### src/rtl/core/bsed_sqrt.sv
`timescale 1ns / 1ps
// ----------------------------------------------------------------------------
// bsed_sqrt: serial integer square root
// 64-bit radicand, 32-bit root, one root bit per cycle.
// ----------------------------------------------------------------------------
module bsed_sqrt (
  input  logic        clk,
  input  logic        rst,
  input  logic        start,
  input  logic [63:0] rad,
  output logic        done,
  output logic [31:0] root
);
  logic [63:0] n;
  logic [33:0] rem;
  logic [5:0]  cnt;
  logic        busy;
  logic [33:0] shrem;
  logic [33:0] trial;

  assign shrem = {rem[31:0], n[63:62]};
  assign trial = shrem - {root, 2'b01};

  always_ff @(posedge clk) begin
    if (rst) begin
      busy <= 1'b0;
      done <= 1'b0;
      cnt <= '0;
    end else begin
      done <= 1'b0;
      if (start) begin
        busy <= 1'b1;
        cnt <= 6'd32;
        n <= rad;
        rem <= '0;
        root <= '0;
      end else if (busy) begin
        n <= {n[61:0], 2'b00};
        if (!trial[33]) begin
          rem <= trial;
          root <= {root[30:0], 1'b1};
        end else begin
          rem <= shrem;
          root <= {root[30:0], 1'b0};
        end
        cnt <= cnt - 6'd1;
        if (cnt == 6'd1) begin
          busy <= 1'b0;
          done <= 1'b1;
        end
      end
    end
  end
endmodule

### config.mk
export PLATFORM = sky130hd
export DESIGN_NAME = bsed_sqrt
export DESIGN_NICKNAME = d
export VERILOG_FILES = /design/src/rtl/core/bsed_sqrt.sv
export SDC_FILE = /design/constraint.sdc
export NUM_CORES = 1
export LEC_CHECK = 0
export BUFFER_PORTS_ARGS = -buffer_cell sky130_fd_sc_hd__buf_4
export CORE_ASPECT_RATIO = 0.7
export CORE_MARGIN = 3
export CORE_UTILIZATION = 45
export DETAILED_ROUTE_END_ITERATION = 8
export MAX_ROUTING_LAYER = met4
export PLACE_DENSITY_LB_ADDON = 0.12
export REMOVE_ABC_BUFFERS = 1
export SLEW_MARGIN = 10
export SYNTH_ARGS = -nofsm -noshare
export SYNTH_HDL_FRONTEND = slang
export SYNTH_SLANG_ARGS = --single-unit
### constraint.sdc
create_clock -name clk -period 8.4 [get_ports clk]
set_input_delay 0 -clock clk [delete_from_list [all_inputs] [get_ports clk]]
set_output_delay 0 -clock clk [all_outputs]
set_load 0.1 [all_outputs]
==> flow_summary.yaml <==
run_status:
  status: "finished clean"
global_routing:
  antenna_found_initial: 0
  grt_use_total_pct: 18.4
  grt_pass1_wl_um: 25100
  grt_pass1_vias: 5221
  overflow: 0
  grt_max_degree: 83
pwr:
  clock_power_share_pct: 34.5
  p_sw_uw: 671
  vdd_drop_max_v: 0.000129
  p_comb_share_pct: 26.9
  pwr-share-seq_pct: 38.7
  power_density_nw_per_um2: 231
  p_leak_uw: 0.00382
  p_total_uw: 2180
  intPower_uw: 1510
  swShare_pct: 30.8
route:
  num_vias: 5104
  drtAntennaViolNets: 0
  wl_um: 15200
  initialDrtViolationCount: 328
  drc: 0
  via_per_inst: 5.20
  wire_per_inst_um: 15.4
  dr.pass1.iters: 5
min_path:
  worstHoldPathCells: 2
  hold_class: "in2reg"
  worst_hold_startpoint: "start"
synthesis:
  yosysSeqAreaShare_pct: 55.0
  synth_flop_cell: "edfxtp_1"
  synth_area_per_cell_um2: 12.1
  ys_async_sr_fraction_pct: 0
  yosysUniqueCellTypes: 50
  syn_area_um2: 7280
  yosysWarnings: 0
  synth_edf_count: 128
  synth_cells: 602
  ys_ff_latch: 136
placement:
  pre_cts_ws_ns: 4.33
  port_buffers: 99
  gp_routability_congestion: 0.885
  dp_hpwl_um: 9900
  place_area_um2: 8200
sta:
  final_hold_viol_count: 0
  fin_crit_ns: 4.08
  rsz0062_at_grt: "no"
  fin_crit_sh_pct: 48.6
  maxSlewHeadroom_pct: 29.9
  hold_ws_ns: 0.203
  setup_viol: 0
  final_max_slew_viol_count: 0
  setup_tns_ns: 0
  clock_skew_ns: 0.00694
  worstMarginPinSlew_ns: 1.05
  fin_ws_ns: 4.32
  fmax_mhz: 245
setup_path:
  rr_worst_depth: 12
  endpoint: "rem[12]$_SDFFCE_PP0P_"
  critPathLaunchType: "register"
  endpoint_kind: "register"
  cp_data_arrival_time_ns: 4.23
  worstReg2RegStart: "root[0]$_SDFFCE_PP0P_"
  cp-startpoint: "root[0]$_SDFFCE_PP0P_"
  required_ns: 8.54
  r2r-end: "rem[12]$_SDFFCE_PP0P_"
  crit_type: "reg2reg"
  cp_max_fo: 20
  r2r_slack_ns: 4.32
clock_tree:
  cts_setup_buffers: 0
  cts.sinks: 136
  clk_latency_ns: 0.42
  cts_tree: "yes"
  numCtsBuffers: 17
  clock_path_buffers: 2
  clk_pin_slew_worst_paths_ns: 0.06
  cts_root_buf: "clkbuf_16"
  htreeDepth: 4
layout:
  area_growth_pct: 29.8
  antennaDiodeCount: 0
  layout_common_cells: "128 x edfxtp_1, 103 x buf_4, 86 x nor2_1"
  fin_area_um2: 9450
  post_route_cells_drive_above_1_share_pct: 26.7
  fin_nets: 870
  final_common_cell: "edfxtp_1"
floorplan:
  fp.dieW_um: 158
  rows: 38
  initial_core_util_pct: 46.5
  dieHeight_um: 112
  coreArea_um2: 15600
  dieArea_um2: 17800
  ioPinCount: 100
flow_run:
  cap_violations: 0
## critical path, stage by stage, from the launching register on
cell and delay, ns:
edfxtp_1 0.35, inv_1 0.07, ha_1 0.32, o21ai_1 0.17, a221oi_4 0.37, nand3_2 0.17
a2111oi_4 0.42, a2bb2oi_2 0.26, a41oi_2 0.21, xnor2_4 0.71, buf_4 0.44, mux2i_1 0.25
nor2_1 0.06
## worst min path at each step
stage                                  endpoint  slack (ns)
after floorplan             cnt[5]$_SDFFE_PP0N_        0.07
after detailed placement    cnt[5]$_SDFFE_PP0N_        0.21
final                     root[3]$_SDFFCE_PP0P_        0.20
after global routing      root[4]$_SDFFCE_PP0P_        0.24
after CTS                 root[3]$_SDFFCE_PP0P_        0.16
after global placement      cnt[5]$_SDFFE_PP0N_        0.20
## repair_timing
item / in CTS / in global routing
resized for setup: 0 / 0
hold buffers: 65 / 0
hold endpoints to repair: 71 / 0
## cells in the mapped netlist, types with 4 or more instances
master | number | area, um^2
mux2i_1 | 24 | 240
dfxtp_1 | 8 | 160
nand2_1 | 26 | 97.6
xor2_1 | 12 | 105
o21ai_0 | 17 | 85.1
mux2_2 | 62 | 698
nor2_1 | 87 | 327
ha_1 | 34 | 425
buf_1 | 6 | 22.5
edfxtp_1 | 128 | 3840
nor3_1 | 11 | 55.1
xnor2_1 | 24 | 210
a21o_1 | 8 | 60.1
or2_2 | 4 | 25.0
inv_1 | 43 | 161
a21oi_1 | 33 | 165
a211oi_1 | 12 | 90.1
clkbuf_1 | 10 | 37.5
## registers in the layout (all words and copies together), names as in the netlist
name	flops
busy	1
cnt	6
n	64
root	32
done	1
rem	32
## cell type report
| type | count | area (um^2) |
|---|---|---|
| Sequential cell | 136 | 4000 |
| Clock buffer | 18 | 429 |
| Tap cell | 200 | 250 |
| Fill cell | 1267 | 6200 |
| Timing Repair Buffer | 168 | 1420 |
| Multi-Input combinational cell | 403 | 3010 |
| Clock inverter | 14 | 164 |
| Inverter | 43 | 161 |
## power by group through the flow
stage | sequential [uW] | clock, uW | combinational (uW)
finish | 843 | 750 | 585
global placement | 855 | 0 | 544
floorplan | 923 | 0 | 359
CTS | 843 | 770 | 584
detailed placement | 856 | 0 | 557
global route | 849 | 800 | 640
## per-stage QoR
step	cells	utilization, %
2_1_floorplan	582	-
3_3_place_gp	885	52.4
3_5_place_dp	885	52.4
4_1_cts	982	60.4
5_1_grt	982	60.4
6_report	982	60.4
## cells by family (layout without fill, tap and decap cells)
family                   Yosys count  in the layout  synth area share, %
AO/OA/AOI/OAI                     95             95                 8.84
XOR/XNOR                          37             37                 4.56
adder cells (fa/ha/maj)           34             34                 5.85
buffers and inverters             63            243                 3.82
flip-flops                       136            136                 55.0
multiplexers                      87             87                 13.1
AND/OR/NAND/NOR                  150            150                 8.87
## layer usage
layer | up-vias | routed length (um) | global-route usage, %
met1 | 2438 | 7500 | 25.2
li1 | 2517 | - | -
met2 | 123 | 6620 | 26.1
met3 | 26 | 789 | 5.09
met5 | - | 0 | -
met4 | 0 | 250 | 6.76
(Power assumes the default switching activity.)
