`src/rtl/core/bsed_pkg.sv`:
```
`timescale 1ns / 1ps
// ----------------------------------------------------------------------------
// bsed_pkg: shared constants for the braking and stop event detector
// Register indexes, field widths and fixed limits.
// ----------------------------------------------------------------------------
package bsed_pkg;
  localparam int PosBitsDefault = 32;
  localparam int CfgIdxW = 3;
  localparam int CfgDataW = 32;

  localparam logic [CfgIdxW-1:0] REG_BRAKE_START = 3'd0;
  localparam logic [CfgIdxW-1:0] REG_BRAKE_END   = 3'd1;
  localparam logic [CfgIdxW-1:0] REG_HARD        = 3'd2;
  localparam logic [CfgIdxW-1:0] REG_EMERG       = 3'd3;
  localparam logic [CfgIdxW-1:0] REG_STOP_SPEED  = 3'd4;
  localparam logic [CfgIdxW-1:0] REG_STOP_DUR    = 3'd5;
  localparam logic [CfgIdxW-1:0] REG_COL_GAP     = 3'd6;

  localparam logic [19:0] AccLimit = 20'd1000000;
  localparam logic [9:0] TtcLimitS = 10'd999;
  localparam logic [9:0] Thousand = 10'd1000;

  // divider operation
  typedef struct packed {
    logic        start;
    logic [31:0] num;
    logic [31:0] den;
  } bsed_div_req_t;
endpackage

```
`src/rtl/core/bsed_div.sv`:
```
`timescale 1ns / 1ps
// ----------------------------------------------------------------------------
// bsed_div: serial restoring divider
// 32-bit unsigned quotient, one bit per cycle.
// ----------------------------------------------------------------------------
module bsed_div (
  input  logic                   clk,
  input  logic                   rst,
  input  bsed_pkg::bsed_div_req_t req,
  output logic                   done,
  output logic [31:0]            quo
);
  import bsed_pkg::*;

  logic [31:0] rem;
  logic [31:0] num;
  logic [31:0] den;
  logic [5:0]  cnt;
  logic        busy;
  logic [32:0] trial;

  assign trial = {rem, num[31]} - {1'b0, den};

  always_ff @(posedge clk) begin
    if (rst) begin
      busy <= 1'b0;
      done <= 1'b0;
      cnt <= '0;
    end else begin
      done <= 1'b0;
      if (req.start) begin
        busy <= 1'b1;
        cnt <= 6'd32;
        rem <= '0;
        num <= req.num;
        den <= req.den;
      end else if (busy) begin
        if (!trial[32]) begin
          rem <= trial[31:0];
          quo <= {quo[30:0], 1'b1};
        end else begin
          rem <= {rem[30:0], num[31]};
          quo <= {quo[30:0], 1'b0};
        end
        num <= {num[30:0], 1'b0};
        cnt <= cnt - 6'd1;
        if (cnt == 6'd1) begin
          busy <= 1'b0;
          done <= 1'b1;
        end
      end
    end
  end
endmodule

```
`config.mk`:
```
export PLATFORM = sky130hd
export DESIGN_NAME = bsed_div
export DESIGN_NICKNAME = d
export VERILOG_FILES = /design/src/rtl/core/bsed_pkg.sv /design/src/rtl/core/bsed_div.sv
export SDC_FILE = /design/constraint.sdc
export NUM_CORES = 1
export LEC_CHECK = 0
export BUFFER_PORTS_ARGS = -buffer_cell sky130_fd_sc_hd__buf_2
export CORE_UTILIZATION = 52
export CTS_CLUSTER_DIAMETER = 200
export DETAILED_ROUTE_END_ITERATION = 8
export HOLD_SLACK_MARGIN = 0.05
export PLACE_DENSITY = 0.76
export SLEW_MARGIN = 10
export SYNTH_ARGS = -nofsm -noshare
export SYNTH_HDL_FRONTEND = slang
export SYNTH_SLANG_ARGS = --single-unit
export TNS_END_PERCENT = 50
```
`constraint.sdc`:
```
create_clock -name clk -period 3.95 [get_ports clk]
set_input_delay 0.5925 -clock clk [delete_from_list [all_inputs] [get_ports clk]]
set_output_delay 0.5925 -clock clk [all_outputs]
set_load 0.05 [all_outputs]
```
==> flow_metrics.py <==
metrics = {
    "setup_path": {
        "cp.buffers_inverters": 1,
        "cp.arrival_ns": 3.88,
        "worstPathMaxFanout": 23,
        "critPathTopFamily": "compound AO/OA/AOI/OAI gates",
        "worstSetupPathType": "flop to flop",
        "cp_slowest_cell": "a21o_1",
        "startpoint_type": "flop",
        "cp.required_ns": 4.13,
        "endpoint_kind": "flop",
        "slowest_delay_ns": 0.68,
        "crit_chain": "inv_1, ha_1, fa_1, nor2b_1, o2111ai_1, a31oi_1, o2111a_1, o21a_1, or4_4, a21o_1, a21boi_0, o21ba_2",
    },
    "timing": {
        "finalMaxSlewViolations": 0,
        "finalSetupViolations": 0,
        "skew_ns": 0.008459,
        "timing.final.crit_share": 0.9367,
        "rsz0062_at_grt": "no",
        "max_slew_margin": 0.4014,
        "finalHoldViolCount": 0,
        "tns_ns": 0,
        "period_needed_ns": 3.700,
        "max_freq_mhz": 270.3,
        "worst_slew_pin_slew_ns": 0.8957,
    },
    "route": {
        "wire_per_inst_um": 16.32,
        "dr.pass1.iters": 5,
        "finalWirelength_um": 14580,
        "drt_iter0_markers": 365,
        "vias": 5158,
        "ant_nets": 0,
        "drc": 0,
        "vias_per_cell": 5.776,
    },
    "clock_network": {
        "cts.sinks": 136,
        "ctsHoldBuffers": 0,
        "cts_resized": 0,
        "post_cts.repair.setup_buffers": 0,
        "root_buffer": "clkbuf_16",
        "cts_buffers": 17,
        "htreeDepth": 4,
        "cts_tree": "done",
        "cts.clk_slew.worst_paths_ns": 0.06,
        "cts_buffer_depth": 2,
        "clk_latency_ns": 0.43,
    },
    "cells_and_area": {
        "layout_common_cells": "128 x edfxtp_1, 99 x buf_2, 56 x a21oi_1",
        "fin_cells": 893,
        "antennaDiodeCount": 0,
        "mostFrequentLayoutCell": "edfxtp_1",
        "syn_to_final_growth_pct": 17.78,
        "nFillCells": 1080,
        "final_nets": 806,
        "drive_above_1_share": 0.2510,
    },
    "synth": {
        "avgSynthCellArea_um2": 11.55,
        "synth_cells": 611,
        "synth.distinct_cells": 55,
        "netlist_area_mm2": 0.007059,
        "ys_ff_latch": 136,
        "ys_warn_count": 0,
        "synth_edf_count": 128,
        "synth_fp_nets": 713,
        "ys.flop_type": "edfxtp_1",
        "yosysSeqAreaShare": 0.5672,
        "async_reset_ff_frac": 0,
    },
    "power": {
        "total_power_mw": 4.123,
        "p_seq_frac": 0.422,
        "internal-power_mw": 2.989,
        "power_density_mw_per_mm2": 495.9,
        "p_leak_nw": 3.316,
        "combPwrFrac": 0.202,
        "pwr-share-clk": 0.376,
        "peakVddDrop_mv": 0.3348,
        "p_sw_frac": 0.2750,
        "power_switching_mw": 1.134,
    },
    "placed_design": {
        "port-buffer-count": 99,
        "dp_hpwl_um": 9903,
        "dp_cells": 861,
        "place_congestion": 0.8758,
    },
    "min_path": {
        "hold_path_class": "primary input to flop",
    },
    "global_routing": {
        "grt_overflow": 0,
        "antenna_found_initial": 0,
        "grt_pass1_wl_um": 23990,
        "grt_max_degree": 52,
        "grt_pass1_vias": 5101,
        "grt_util_all_layers": 0.2182,
    },
    "die": {
        "die_y_um": 118.5,
        "rows": 42,
        "initial_utilization": 0.5331,
        "core_area_mm2": 0.01324,
        "fp.dieW_um": 118.5,
        "ios": 100,
        "die-area_mm2": 0.01405,
    },
    "job": {
        "drv_cap": 0,
    },
    "run_status": {
        "status": "complete, no violations",
    },
}
[cells in the mapped netlist, types with 6 or more instances]
library cell / n / share of area
nand4_1: 8 / 0.0071
edfxtp_1: 128 / 0.54
ha_1: 34 / 0.060
o21a_1: 14 / 0.015
clkbuf_1: 29 / 0.015
xnor2_1: 17 / 0.021
and3_1: 7 / 0.0062
nor2b_1: 6 / 0.0053
o21ai_0: 45 / 0.032
a31oi_1: 6 / 0.0053
inv_1: 47 / 0.025
a21oi_1: 57 / 0.040
nor2_1: 28 / 0.015
nor3_1: 16 / 0.011
a21o_1: 9 / 0.0096
dfxtp_1: 8 / 0.023
nand3_1: 26 / 0.018
mux2_2: 32 / 0.051
nand2_1: 29 / 0.015
[stage by stage]
step	hold WS (ns)	util	area, µm²	setup slack, ns
after global placement	0.4267	0.5844	7739	0.4645
after CTS	0.3211	0.6278	8314	0.2960
after floorplan	0.4612	-	7062	0.6728
after global routing	0.3173	0.6278	8314	0.07569
after detailed placement	0.4293	0.5844	7739	0.3306
final	0.3383	0.6278	8314	0.2501
[area by class of cell]
class | instances | area [µm²] | share of cell area
clock buffer | 21 | 450.4 | 0.05418
clock inverter | 11 | 125.1 | 0.01505
inverter | 47 | 176.4 | 0.02122
multi-input combinational | 396 | 2765 | 0.3326
sequential | 136 | 4004 | 0.4816
tap | 176 | 220.2 | 0.02649
timing repair buffer | 106 | 573.1 | 0.06892
[power by group through the flow]
stage / Sequential (mW) / Combinational, mW / Clock [mW]
5_1_grt: 1.75 / 0.916 / 1.63
3_5_place_dp: 1.77 / 0.817 / 0
6_report: 1.74 / 0.835 / 1.55
2_1_floorplan: 1.78 / 0.605 / 0
3_3_place_gp: 1.76 / 0.786 / 0
4_1_cts: 1.74 / 0.825 / 1.57
[cell families after synthesis]
logic type	Yosys count	synth area share
compound gates	166	0.1457
simple gates	141	0.1019
flops	136	0.5672
buf+inv	79	0.04342
fa+ha+maj	35	0.06310
mux	34	0.05388
xor+xnor	20	0.02481
[final timing paths]
path / cells past startpoint / to / from / slack, ns
setup / recovery: 12 / rem[16]$_SDFFCE_PP0P_ / num[31]$_DFFE_PP_ / 0.25
hold / removal: 1 / den[2]$_DFFE_PP_ / req[2] / 0.34
setup reg to reg: 12 / rem[16]$_SDFFCE_PP0P_ / num[31]$_DFFE_PP_ / 0.25
hold reg to reg: 0 / quo[9]$_DFFE_PP_ / quo[8]$_DFFE_PP_ / 0.45
[registers in the layout (all words and copies together) (netlist names)]
signal	flops
quo	32
den	32
cnt	6
num	32
done	1
rem	32
busy	1
[per-layer routing]
layer	track usage	part of all wire
met5	0	0
met3	0.06371	0.067
met4	0.09652	0.020
met2	0.3599	0.49
met1	0.2660	0.42
Power figures use the tool's default switching activity.
